`config.mk`:
```
export PLATFORM = sky130hd
export DESIGN_NAME = sequence_reorder_queue_flat
export DESIGN_NICKNAME = d
export VERILOG_FILES = /design/src/rtl/core/sqr_pkg.sv /design/src/rtl/core/sqr_if.sv /design/src/rtl/core/sqr_cell.sv /design/src/rtl/core/sequence_reorder_queue.sv /design/src/flat_wrapper.sv
export SDC_FILE = /design/constraint.sdc
export NUM_CORES = 2
export LEC_CHECK = 0
export ABC_AREA = 1
export BUFFER_PORTS_ARGS = -buffer_cell sky130_fd_sc_hd__buf_2
export CORE_ASPECT_RATIO = 0.8
export CORE_UTILIZATION = 30
export CTS_BUF_LIST = sky130_fd_sc_hd__clkbuf_4
export CTS_CLUSTER_DIAMETER = 60
export DETAILED_ROUTE_END_ITERATION = 6
export HOLD_SLACK_MARGIN = 0.05
export PLACE_DENSITY = 0.45
export SYNTH_ARGS = -nofsm -noshare
export SYNTH_HDL_FRONTEND = slang
export SYNTH_SLANG_ARGS = --single-unit
```
`constraint.sdc`:
```
create_clock -name clock -period 11 [get_ports clock]
set_clock_uncertainty 0.1 [all_clocks]
set_input_delay 2.2 -clock clock [delete_from_list [all_inputs] [get_ports clock]]
set_output_delay 2.2 -clock clock [all_outputs]
set_load 0.01 [all_outputs]
```
`src/rtl/core/sqr_pkg.sv`:
```
// sqr_pkg: sizes, codes and shared types of the sequence reorder queue
// no dependencies; used by the interfaces, the queue cell and the top level
package sqr_pkg;

   localparam int Depth       = 32;
   localparam int SeqBits     = 16;
   localparam int PayloadBits = 32;
   localparam int CountBits   = $clog2(Depth + 1);
   localparam int FlushBits   = 6;
   localparam int CmpBits     = (CountBits > FlushBits) ? CountBits : FlushBits;
   localparam logic [FlushBits-1:0] FlushReset = FlushBits'(16);

   typedef enum logic {
      OP_ENQUEUE = 1'b0,
      OP_DEQUEUE = 1'b1
   } op_type;

   typedef enum logic [1:0] {
      KIND_NORMAL = 2'd0,
      KIND_IGNORE = 2'd1,
      KIND_FLUSH  = 2'd2,
      KIND_OTHER  = 2'd3
   } kind_type;

   typedef enum logic [1:0] {
      STATUS_DONE    = 2'd0,
      STATUS_NONE    = 2'd1,
      STATUS_DROPPED = 2'd2,
      STATUS_AUTO    = 2'd3
   } status_type;

   typedef enum logic [1:0] {
      CMD_HOLD,
      CMD_INSERT,
      CMD_POP
   } cmd_op_type;

   typedef struct packed {
      logic [SeqBits-1:0]     seq;
      logic                   ign;
      logic [PayloadBits-1:0] payload;
   } entry_type;

   // broadcast to every cell of the chain
   typedef struct packed {
      cmd_op_type op;
      logic       mark;
      logic       ordered;
      entry_type  item;
   } cmd_type;

endpackage

```
`src/rtl/core/sqr_if.sv`:
```
// sqr_req_if and sqr_rsp_if: valid/ready channels of the reorder queue
// depends on sqr_pkg for field widths
interface sqr_req_if;
   logic                           valid;
   logic                           ready;
   logic                           op;
   logic [1:0]                     kind;
   logic [sqr_pkg::SeqBits-1:0]     sequence_req;
   logic [sqr_pkg::PayloadBits-1:0] payload;

   modport source (output valid, op, kind, sequence_req, payload, input ready);
   modport sink   (input valid, op, kind, sequence_req, payload, output ready);
endinterface

interface sqr_rsp_if;
   logic                           valid;
   logic                           ready;
   logic [1:0]                     status;
   logic [sqr_pkg::PayloadBits-1:0] out_payload;
   logic [sqr_pkg::SeqBits-1:0]     out_sequence;
   logic                           out_unordered;

   modport source (output valid, status, out_payload, out_sequence, out_unordered,
                   input ready);
   modport sink   (input valid, status, out_payload, out_sequence, out_unordered,
                   output ready);
endinterface

```
`src/rtl/core/sqr_cell.sv`:
```
// sqr_cell: one queue slot; shifts toward the front on pop, toward the back on insert
// depends on sqr_pkg; instantiated in a row by sequence_reorder_queue
module sqr_cell (
   input  logic                clock,
   input  sqr_pkg::cmd_type    cmd,
   input  logic                occupied,
   input  logic                prev_after,
   input  sqr_pkg::entry_type  left,
   input  sqr_pkg::entry_type  right,
   output logic                after,
   output logic                gt,
   output sqr_pkg::entry_type  entry
);

   sqr_pkg::entry_type entry_ff;
   sqr_pkg::entry_type entry_in;

   // new item goes in front of the first normal entry with a greater sequence
   assign gt    = occupied & ~entry_ff.ign & cmd.ordered & (cmd.item.seq < entry_ff.seq);
   assign after = prev_after | gt | ~occupied;
   assign entry = entry_ff;

   always_comb begin
      entry_in = entry_ff;
      unique case (cmd.op)
         sqr_pkg::CMD_HOLD: begin
            entry_in = entry_ff;
         end
         sqr_pkg::CMD_INSERT: begin
            if (prev_after) begin
               entry_in = left;
            end else if (after) begin
               entry_in = cmd.item;
            end
         end
         sqr_pkg::CMD_POP: begin
            entry_in = right;
         end
         default: begin
            entry_in = entry_ff;
         end
      endcase
      if (cmd.mark) begin
         entry_in.ign = 1'b1;
      end
   end

   always_ff @(posedge clock) begin
      entry_ff <= entry_in;
   end

endmodule

```
`src/rtl/core/sequence_reorder_queue.sv`:
```
// sequence_reorder_queue: reorder buffer for sequence-numbered items, built as a row of cells
// depends on sqr_pkg, sqr_req_if, sqr_rsp_if and sqr_cell
//
//   channel  direction  handshake           carries
//   req_chan in         valid/ready         op, kind, sequence_req, payload
//   rsp_chan out        valid/ready         status, out_payload, out_sequence, out_unordered
//   csr_*    in         csr_wr_en           auto_flush_length (6 bits)
//
// each transfer first registers the request; then every cell of the row shifts,
// inserts or marks at once and the result is registered
// one request at a time; a new request is taken while a result still waits
// a waiting result holds the row until it is taken
// reset clears the count, the expected sequence and both channels; flush length goes to 16
module sequence_reorder_queue (
   input  logic                             clock,
   input  logic                             reset,
   sqr_req_if.sink                          req_chan,
   sqr_rsp_if.source                        rsp_chan,
   input  logic                             csr_wr_en,
   input  logic [sqr_pkg::FlushBits-1:0]    csr_wr_data
);

   localparam int Depth = sqr_pkg::Depth;

   logic                            busy_ff, busy_in;
   logic                            op_ff;
   logic [1:0]                      kind_ff;
   logic [sqr_pkg::SeqBits-1:0]     seq_ff;
   logic [sqr_pkg::PayloadBits-1:0] pay_ff;

   logic [sqr_pkg::CountBits-1:0]   count_ff, count_in;
   logic [sqr_pkg::SeqBits-1:0]     last_ff, last_in;
   logic                            known_ff, known_in;
   logic [sqr_pkg::SeqBits-1:0]     back_seq_ff, back_seq_in;
   logic                            back_ign_ff, back_ign_in;
   logic [sqr_pkg::FlushBits-1:0]   flush_len_ff;

   logic                            rsp_valid_ff, rsp_valid_in;
   logic [1:0]                      status_ff, status_in;
   logic [sqr_pkg::PayloadBits-1:0] out_pay_ff, out_pay_in;
   logic [sqr_pkg::SeqBits-1:0]     out_seq_ff, out_seq_in;
   logic                            out_unord_ff, out_unord_in;

   sqr_pkg::cmd_type                cmd;
   sqr_pkg::entry_type              entries [Depth];
   logic [Depth-1:0]                after_v;
   logic [Depth-1:0]                gt_v;
   logic                            fire;
   logic [sqr_pkg::SeqBits-1:0]     expect_seq;
   logic                            is_normal;

   assign req_chan.ready = ~busy_ff & ~reset;
   assign fire           = busy_ff & (~rsp_valid_ff | rsp_chan.ready);
   assign busy_in        = (req_chan.valid & ~busy_ff) | (busy_ff & ~fire);
   assign expect_seq     = known_ff ? (last_ff + 1'b1) : '0;
   assign is_normal      = (kind_ff != sqr_pkg::KIND_IGNORE) && (kind_ff != sqr_pkg::KIND_FLUSH);

   // the row of cells
   for (genvar i = 0; i < Depth; i++) begin : g_cell
      logic               prev_after;
      sqr_pkg::entry_type left;
      sqr_pkg::entry_type right;
      if (i == 0) begin : g_head
         assign prev_after = 1'b0;
         assign left       = '0;
      end else begin : g_body
         assign prev_after = after_v[i-1];
         assign left       = entries[i-1];
      end
      if (i == Depth - 1) begin : g_tail
         assign right = '0;
      end else begin : g_mid
         assign right = entries[i+1];
      end
      sqr_cell u_cell (
         .clock      (clock),
         .cmd        (cmd),
         .occupied   (sqr_pkg::CountBits'(i) < count_ff),
         .prev_after (prev_after),
         .left       (left),
         .right      (right),
         .after      (after_v[i]),
         .gt         (gt_v[i]),
         .entry      (entries[i])
      );
   end

   always_comb begin
      cmd          = '0;
      cmd.op       = sqr_pkg::CMD_HOLD;
      cmd.ordered  = is_normal;
      cmd.item.seq = is_normal ? seq_ff : '0;
      cmd.item.ign = ~is_normal;
      cmd.item.payload = pay_ff;
      count_in     = count_ff;
      last_in      = last_ff;
      known_in     = known_ff;
      back_seq_in  = back_seq_ff;
      back_ign_in  = back_ign_ff;
      status_in    = status_ff;
      out_pay_in   = out_pay_ff;
      out_seq_in   = out_seq_ff;
      out_unord_in = out_unord_ff;
      if (fire) begin
         status_in    = sqr_pkg::STATUS_DONE;
         out_pay_in   = '0;
         out_seq_in   = '0;
         out_unord_in = 1'b0;
         if (op_ff == sqr_pkg::OP_ENQUEUE) begin
            if (count_ff == sqr_pkg::CountBits'(Depth)) begin
               status_in = sqr_pkg::STATUS_DROPPED;
            end else begin
               cmd.op   = sqr_pkg::CMD_INSERT;
               cmd.mark = (kind_ff == sqr_pkg::KIND_FLUSH);
               count_in = count_ff + 1'b1;
               // no greater normal entry: the item lands at the back
               if (~|gt_v) begin
                  back_seq_in = cmd.item.seq;
                  back_ign_in = cmd.item.ign;
               end
               if (kind_ff == sqr_pkg::KIND_FLUSH) begin
                  back_ign_in = 1'b1;
                  last_in     = '0;
                  known_in    = 1'b0;
               end
            end
         end else begin
            priority if (count_ff == '0) begin
               status_in = sqr_pkg::STATUS_NONE;
            end else if (entries[0].ign) begin
               cmd.op       = sqr_pkg::CMD_POP;
               count_in     = count_ff - 1'b1;
               out_pay_in   = entries[0].payload;
               out_unord_in = 1'b1;
            end else if (entries[0].seq == expect_seq) begin
               cmd.op     = sqr_pkg::CMD_POP;
               count_in   = count_ff - 1'b1;
               out_pay_in = entries[0].payload;
               out_seq_in = entries[0].seq;
               last_in    = expect_seq;
               known_in   = 1'b1;
            end else if (sqr_pkg::CmpBits'(count_ff) >= sqr_pkg::CmpBits'(flush_len_ff)) begin
               cmd.op       = sqr_pkg::CMD_POP;
               cmd.mark     = 1'b1;
               count_in     = count_ff - 1'b1;
               status_in    = sqr_pkg::STATUS_AUTO;
               out_pay_in   = entries[0].payload;
               out_unord_in = 1'b1;
               last_in      = back_ign_ff ? '0 : back_seq_ff;
               known_in     = ~back_ign_ff;
               back_ign_in  = 1'b1;
            end else begin
               status_in = sqr_pkg::STATUS_NONE;
            end
         end
      end
   end

   assign rsp_valid_in = fire | (rsp_valid_ff & ~rsp_chan.ready);

   always_ff @(posedge clock) begin
      if (reset) begin
         busy_ff      <= 1'b0;
         count_ff     <= '0;
         last_ff      <= '0;
         known_ff     <= 1'b0;
         flush_len_ff <= sqr_pkg::FlushReset;
         rsp_valid_ff <= 1'b0;
      end else begin
         busy_ff      <= busy_in;
         count_ff     <= count_in;
         last_ff      <= last_in;
         known_ff     <= known_in;
         rsp_valid_ff <= rsp_valid_in;
         if (csr_wr_en) begin
            flush_len_ff <= csr_wr_data;
         end
      end
   end

   always_ff @(posedge clock) begin
      if (req_chan.valid & ~busy_ff) begin
         op_ff   <= req_chan.op;
         kind_ff <= req_chan.kind;
         seq_ff  <= req_chan.sequence_req;
         pay_ff  <= req_chan.payload;
      end
      back_seq_ff  <= back_seq_in;
      back_ign_ff  <= back_ign_in;
      status_ff    <= status_in;
      out_pay_ff   <= out_pay_in;
      out_seq_ff   <= out_seq_in;
      out_unord_ff <= out_unord_in;
   end

   assign rsp_chan.valid         = rsp_valid_ff;
   assign rsp_chan.status        = status_ff;
   assign rsp_chan.out_payload   = out_pay_ff;
   assign rsp_chan.out_sequence  = out_seq_ff;
   assign rsp_chan.out_unordered = out_unord_ff;

   a_count_bound : assert property (@(posedge clock) disable iff (reset)
      count_ff <= sqr_pkg::CountBits'(Depth))
      else $error("queue count beyond depth");

   a_hold_when_stalled : assert property (@(posedge clock) disable iff (reset)
      !fire |=> $stable(count_ff) && $stable(known_ff))
      else $error("queue state changed without a transfer");

   a_auto_unordered : assert property (@(posedge clock) disable iff (reset)
      rsp_valid_ff && status_ff == sqr_pkg::STATUS_AUTO |-> out_unord_ff)
      else $error("auto-flush release not marked unordered");

endmodule
```
`src/flat_wrapper.sv`:
```
// flat-port wrapper written by rule: the top's interface ports become plain ports
module sequence_reorder_queue_flat 
  (clock, reset, csr_wr_en, csr_wr_data, req_chan_valid, req_chan_op, req_chan_kind, req_chan_sequence_req, req_chan_payload, req_chan_ready, rsp_chan_valid, rsp_chan_status, rsp_chan_out_payload, rsp_chan_out_sequence, rsp_chan_out_unordered, rsp_chan_ready);
  sqr_req_if req_chan_i ();
  sqr_rsp_if rsp_chan_i ();
  input  logic clock;
  input  logic reset;
  input  logic csr_wr_en;
  input  logic [sqr_pkg::FlushBits-1:0] csr_wr_data;
  input wire logic [$bits(req_chan_i.valid)-1:0] req_chan_valid;
  input wire logic [$bits(req_chan_i.op)-1:0] req_chan_op;
  input wire logic [$bits(req_chan_i.kind)-1:0] req_chan_kind;
  input wire logic [$bits(req_chan_i.sequence_req)-1:0] req_chan_sequence_req;
  input wire logic [$bits(req_chan_i.payload)-1:0] req_chan_payload;
  output wire logic [$bits(req_chan_i.ready)-1:0] req_chan_ready;
  output wire logic [$bits(rsp_chan_i.valid)-1:0] rsp_chan_valid;
  output wire logic [$bits(rsp_chan_i.status)-1:0] rsp_chan_status;
  output wire logic [$bits(rsp_chan_i.out_payload)-1:0] rsp_chan_out_payload;
  output wire logic [$bits(rsp_chan_i.out_sequence)-1:0] rsp_chan_out_sequence;
  output wire logic [$bits(rsp_chan_i.out_unordered)-1:0] rsp_chan_out_unordered;
  input wire logic [$bits(rsp_chan_i.ready)-1:0] rsp_chan_ready;
  assign req_chan_i.valid = req_chan_valid;
  assign req_chan_i.op = req_chan_op;
  assign req_chan_i.kind = req_chan_kind;
  assign req_chan_i.sequence_req = req_chan_sequence_req;
  assign req_chan_i.payload = req_chan_payload;
  assign req_chan_ready = req_chan_i.ready;
  assign rsp_chan_valid = rsp_chan_i.valid;
  assign rsp_chan_status = rsp_chan_i.status;
  assign rsp_chan_out_payload = rsp_chan_i.out_payload;
  assign rsp_chan_out_sequence = rsp_chan_i.out_sequence;
  assign rsp_chan_out_unordered = rsp_chan_i.out_unordered;
  assign rsp_chan_i.ready = rsp_chan_ready;
  sequence_reorder_queue u_core (.clock(clock), .reset(reset), .req_chan(req_chan_i), .rsp_chan(rsp_chan_i), .csr_wr_en(csr_wr_en), .csr_wr_data(csr_wr_data));
endmodule
```
# [Yosys cells after proc, flatten, opt, wreduce, memory -nomap -nowiden]
# Index checks and enable logic that the tools add are counted.
# W data, S select, Z words.
[word_totals] out_inout_bits=53 register_bits=1718 in_bits=62 word_cells=659
[classes] bitwise_logic=242 reduce_logical=43 muxes=147 n_eq_ne=47 n_lt_le_gt_ge=65 addsub=3
[ops] operator="$pmux W49 S2" n=32
[ops] operator="$mux W49" n=63
[ops] operator="$lt A16 B16 Y1" n=32
[ops] operator="$mux W16" n=10
[ops] operator="$and A1 B1 Y1" n=101
[ops] operator="$lt A5 B6 Y1 const A" n=16
[ops] operator="$mux W32" n=3
[ops] operator="$ne A3 B3 Y1 const B" n=32
[ops] operator="$not A1 Y1" n=75
[ops] operator="$or A1 B1 Y1" n=66
[ops] operator="$reduce_and A2 Y1" n=32
[ops] operator="$lt A4 B6 Y1 const A" n=8
[ops] operator="$mux W6" n=6
[ops] operator="$reduce_or A32 Y1" n=1
[ops] operator="$lt A3 B6 Y1 const A" n=4
[ops] operator="$mux W1" n=20
[ops] operator="$mux W2" n=9
[ops] operator="$add A16 B1 Y16 const B" n=1
[ops] operator="$eq A16 B16 Y1" n=1
[ops] operator="$lt A1 B6 Y1 const A" n=2
[ops] operator="$lt A2 B6 Y1 const A" n=2
[ops] operator="$mux W3" n=4
[ops] operator="$ne A2 B2 Y1 const B" n=6
[ops] operator="$reduce_and A4 Y1" n=2
[ops] operator="other kinds (16)" n=19

# [Logic depth before layout (Yosys ltp)]
[depth] ltp_word=71 ltp_mapped=37 depth_no_buf=34

# [Cells and area by module]
# From an unflattened synthesis, not the netlist that was laid out.
[unflattened] hier_cells=13418 area_unflattened_um2=106684.8
[modules_own_cells] mod="sqr_cell (u_core.g_cell[0].u_cell ...)" seq_area_each_um2=1461.4 cells_each=395 area_per_inst_um2=3113.0 n_inst=20
[modules_own_cells] mod="sqr_cell (u_core.g_cell[28].u_cell ...)" seq_area_each_um2=1461.4 cells_each=394 area_per_inst_um2=3103.0 n_inst=12
[modules_own_cells] mod="sequence_reorder_queue" seq_area_each_um2=4194.0 cells_each=790 area_per_inst_um2=7189.4 n_inst=1

# [Worst setup path before layout]
# No wires, ideal clock.
[synth_timing] kind="flip-flop to flip-flop" from="register u_core.kind_ff[1]" to="register u_core.g_cell[25].u_cell.entry_ff, in the netlist u_core.g_cell[25].u_cell.entry[32]" n_path_buf=4 path_stages_with_launch=34 slack_ps=1831 setup_ps=138 arrival_time_ps=8932 cell_sequence="edfxtp_1 > ha_1 > buf_2 > buf_2 > buf_1 > nand2_1 > inv_1 > clkbuf_1 > ha_1 > nand2_1 > inv_1 > o21ai_0 > a21oi_1 > nor3_1 > nand2_1 > nand2_1 > nor3_2 > nand4_1 > nor2_1 > nand4_2 > nor2_4 > nand4_4 > nor2_2 > nand4_2 > nor2_2 > nand4_4 > nor2_8 > nand4_2 > nor2_4 > inv_1 > nor2_4 > o21ai_0 > o21ai_0 > o211ai_1"
[synth_rtl] item="start: declaration" line="sequence_reorder_queue.sv:27" rtl="logic [1:0] kind_ff;"
[synth_rtl] item="start signal: assignment" line="sequence_reorder_queue.sv:184" rtl="kind_ff <= req_chan.kind;"
[synth_rtl] item="end signal: assignment" line="sqr_cell.sv:49" rtl="entry_ff <= entry_in;"
[synth_rtl] item="end: declaration" line="sqr_cell.sv:15" rtl="sqr_pkg::entry_type entry_ff;"

==> results by group <==
Die
  – Initial core utilization: 0.302
  – Die H: 508 microns
  – Placeable Area: 318000 sq um
  – Die X: 635 microns
  – # rows: 185
  – DIE AREA: 323000 sq um
  – I/O pins: 115

Routing
  – Routed vias: 81600
  – Drt total wl: 351000 microns
  – Post-route ant nets: 0
  – DR DRC count: 0
  – Post-DR wirelength/cell: 23.0 microns
  – Drt initial violations: 9954
  – Detailed-router iteration count before antenna repair: 6
  – Vias/cell: 5.34

Global route
  – Met3 capacity usage during global routing: 0.0401
  – First-pass GRT wire length: 514000 microns
  – Total track usage: 0.210
  – Vias in the first global route: 76700
  – GRT Residual Overflow: 0
  – Met2 usage: 0.293
  – Largest net degree at the start of global routing: 270
  – GRT Max-Usage Layer: met1
  – Met1 usage: 0.327
  – Initial antenna violation count: 19

Layout
  – Area Growth Syn to Fin: 11.0%
  – Final core utilization: 0.335
  – Final-stage net count: 11200
  – Fraction of layout cells with a size suffix above 1: 0.108
  – Non-filler cells, final: 15300
  – Filler Cells Inserted: 33300

Synthesis
  – Mapped Nets: 11300
  – Post-synthesis sequential area ratio: 0.530
  – Post-Syn Area: 96100 sq um
  – Syn_area_per_cell: 8.96 sq um
  – Yosys warnings: 0
  – Number of flops mapped to enable cells by yosys: 1655
  – Top_reg_cell synth: edfxtp_1
  – Number of distinct library cells after synthesis: 51
  – Count of state elements after synthesis: 1718
  – Cell count after synthesis: 10700
  – Async SR Flop Fraction: 0

Clocking
  – Worst-Skew Late Latency: 1360 ps
  – CTS root buf: clkbuf_4
  – Clock tree from TritonCTS: done
  – Hold_buf cts: 0
  – Worst-path clk slew: 60 ps
  – Clk sink count: 1718
  – Number of CTS-inserted buffers: 527
  – H-Tree Level Count: 6
  – Max Buffers Root-to-Sink: 4
  – Post-cts repair resize count: 0
  – Postcts setup bufs: 0

Critical path
  – Max incr delay on CP: 860 ps
  – Crit Path Class: register to register
  – Crit path arrival time: 10760 ps
  – Worst setup SP type: register
  – Max FO, Critical Path: 48
  – CP Capture Type: register
  – Worst path slowest cell: ha_2
  – Worst endpoint required time: 11830 ps

STA
  – Worst-Margin Slew: 1350 ps
  – Min Clock Period, post-route: 9940 ps
  – RSZ-0062 raised after global routing: no
  – Final Hold Fails: 0
  – Final Cycle Share: 0.903
  – Max-slew violation count: 0
  – Fmax: 101 MHz
  – Setup TNS: 0 ps
  – Slew headroom: 0.0985
  – Final Setup Violations: 0

Power and ir drop
  – Power Density: 171 nW/um^2
  – Lkg Pwr: 0.0415 uW
  – Max VDD drop: 83.9 uV

Flow run
  – MaxCap Viol Count: 0

Placement
  – IO buf count: 114
  – Dpl cells: 14400
  – GP Congestion: 0.876
  – HPWL after DPL: 225000 microns

Hold path
  – Worst min-delay path category: register to register

Run status
  – Status: completed
-- through the flow --
stage                     cell area, sq um  hold slack [ps]  total power (uW)  worst slack [ps]
after global routing                107000              406             19100               467
after detailed placement            100000              377             11900              1300
after floorplan                      96100              333             10500              1830
after global placement              100000              365             11800              1460
after CTS                           107000              393             18300              1200
final                               107000              391             18200              1060
-- state kept, by name, indices dropped and copies added, names as in the netlist --
| name | flops |
|---|---|
| u_core.known_ff | 1 |
| u_core.pay_ff | 32 |
| u_core.rsp_chan.out_payload | 32 |
| u_core.g_cell.u_cell.entry | 1568 |
| u_core.busy_ff | 1 |
| u_core.last_ff | 16 |
| u_core.rsp_chan.valid | 1 |
| u_core.rsp_chan.out_sequence | 16 |
| u_core.kind_ff | 2 |
| u_core.rsp_chan.status | 2 |
| u_core.op_ff | 1 |
| u_core.seq_ff | 16 |
| u_core.rsp_chan.out_unordered | 1 |
| u_core.back_ign_ff | 1 |
| u_core.back_seq_ff | 16 |
| u_core.count_ff | 6 |
| u_core.flush_len_ff | 6 |
-- cell type report --
type	instances	area, sq um	share of cell area
Tap cell	4207	5260	0.0494
Timing Repair Buffer	294	2020	0.0190
Clock buffer	734	5510	0.0517
Sequential cell	1718	51000	0.478
Multi-Input combinational cell	6939	37400	0.350
Antenna cell	16	40.0	0.000375
Inverter	1248	4700	0.0441
Clock inverter	114	790	0.00740
-- critical path: cells and delay by family, from the launching register on --
kind | cells | cell delay (ps)
simple gates | 21 | 5660
buf+inv | 4 | 1540
fa+ha+maj | 2 | 1130
compound gates | 3 | 570
flops | 1 | 370
-- layout by cell type, fill, tap and decap left out, types with 10 or more instances in the layout --
cell type / instances
a2111oi_0: 17
a211oi_1: 15
a21oi_1: 1240
a221oi_1: 11
a31oi_1: 155
buf_2: 114
buf_4: 172
bufinv_16: 12
clkbuf_4: 734
clkinv_1: 77
clkinv_2: 10
dfxtp_1: 63
diode_2: 16
edfxtp_1: 1655
ha_1: 458
inv_1: 1191
inv_2: 62
nand2_1: 1684
nand3_1: 81
nand4_1: 63
nand4_4: 10
nor2_1: 356
nor2_4: 17
nor3_1: 58
o2111ai_1: 14
o211ai_1: 136
o21ai_0: 2303
o21ai_1: 63
o221a_2: 12
o221ai_1: 12
o22ai_1: 133
o311ai_0: 10
o31ai_1: 11
xor2_1: 12
-- where the power goes --
part           leakage (uW)  internal [uW]  switching [uW]  total, uW
logic                0.0219            938            2460       3400
registers            0.0158           8090             354       8440
clock network       0.00378           3330            3030       6350
-- logic make-up after synthesis --
kind of cell,after synthesis,share of synthesized area
xor+xnor,12,0.00109
fa+ha+maj,459,0.0598
flops,1718,0.530
simple gates,2306,0.0974
compound gates,4162,0.229
buf+inv,2073,0.0827
-- synthesized netlist by cell type, types with 82 or more instances --
cell type	n	area (sq um)
inv_1	1222	4590
nand3_1	82	410
clkbuf_1	681	2560
edfxtp_1	1655	49700
a21oi_1	1240	6210
buf_2	108	541
a31oi_1	155	970
nand2_1	1690	6340
o211ai_1	136	1020
o22ai_1	133	832
ha_1	459	5740
o21ai_0	2310	11600
nor2_1	364	1370
-- metal layers --
metal / vias to the layer above / wire length, microns / share of wire
li1: 38000 / - / -
met1: 39200 / 171000 / 0.49
met2: 3797 / 140000 / 0.40
met3: 556 / 31900 / 0.091
met4: 14 / 7940 / 0.023
met5: - / 113 / 0.00032
-- path summary, 6_finish.rpt --
path                                                                 startpoint                                               to  slack, ps  cells after the start
worst max-delay path                                u_core.kind_ff[1]$_DFFE_PP_  u_core.g_cell[31].u_cell.entry[2]$_SDFFCE_PP0P_       1060                     30
worst min-delay path            u_core.g_cell[20].u_cell.entry[32]$_SDFFE_PP1P_  u_core.g_cell[20].u_cell.entry[32]$_SDFFE_PP1P_        390                      2
worst max register to register                      u_core.kind_ff[1]$_DFFE_PP_  u_core.g_cell[31].u_cell.entry[2]$_SDFFCE_PP0P_       1060                     30
worst min register to register  u_core.g_cell[20].u_cell.entry[32]$_SDFFE_PP1P_  u_core.g_cell[20].u_cell.entry[32]$_SDFFE_PP1P_        390                      2
Note: power is estimated with default switching activity, not from simulation.
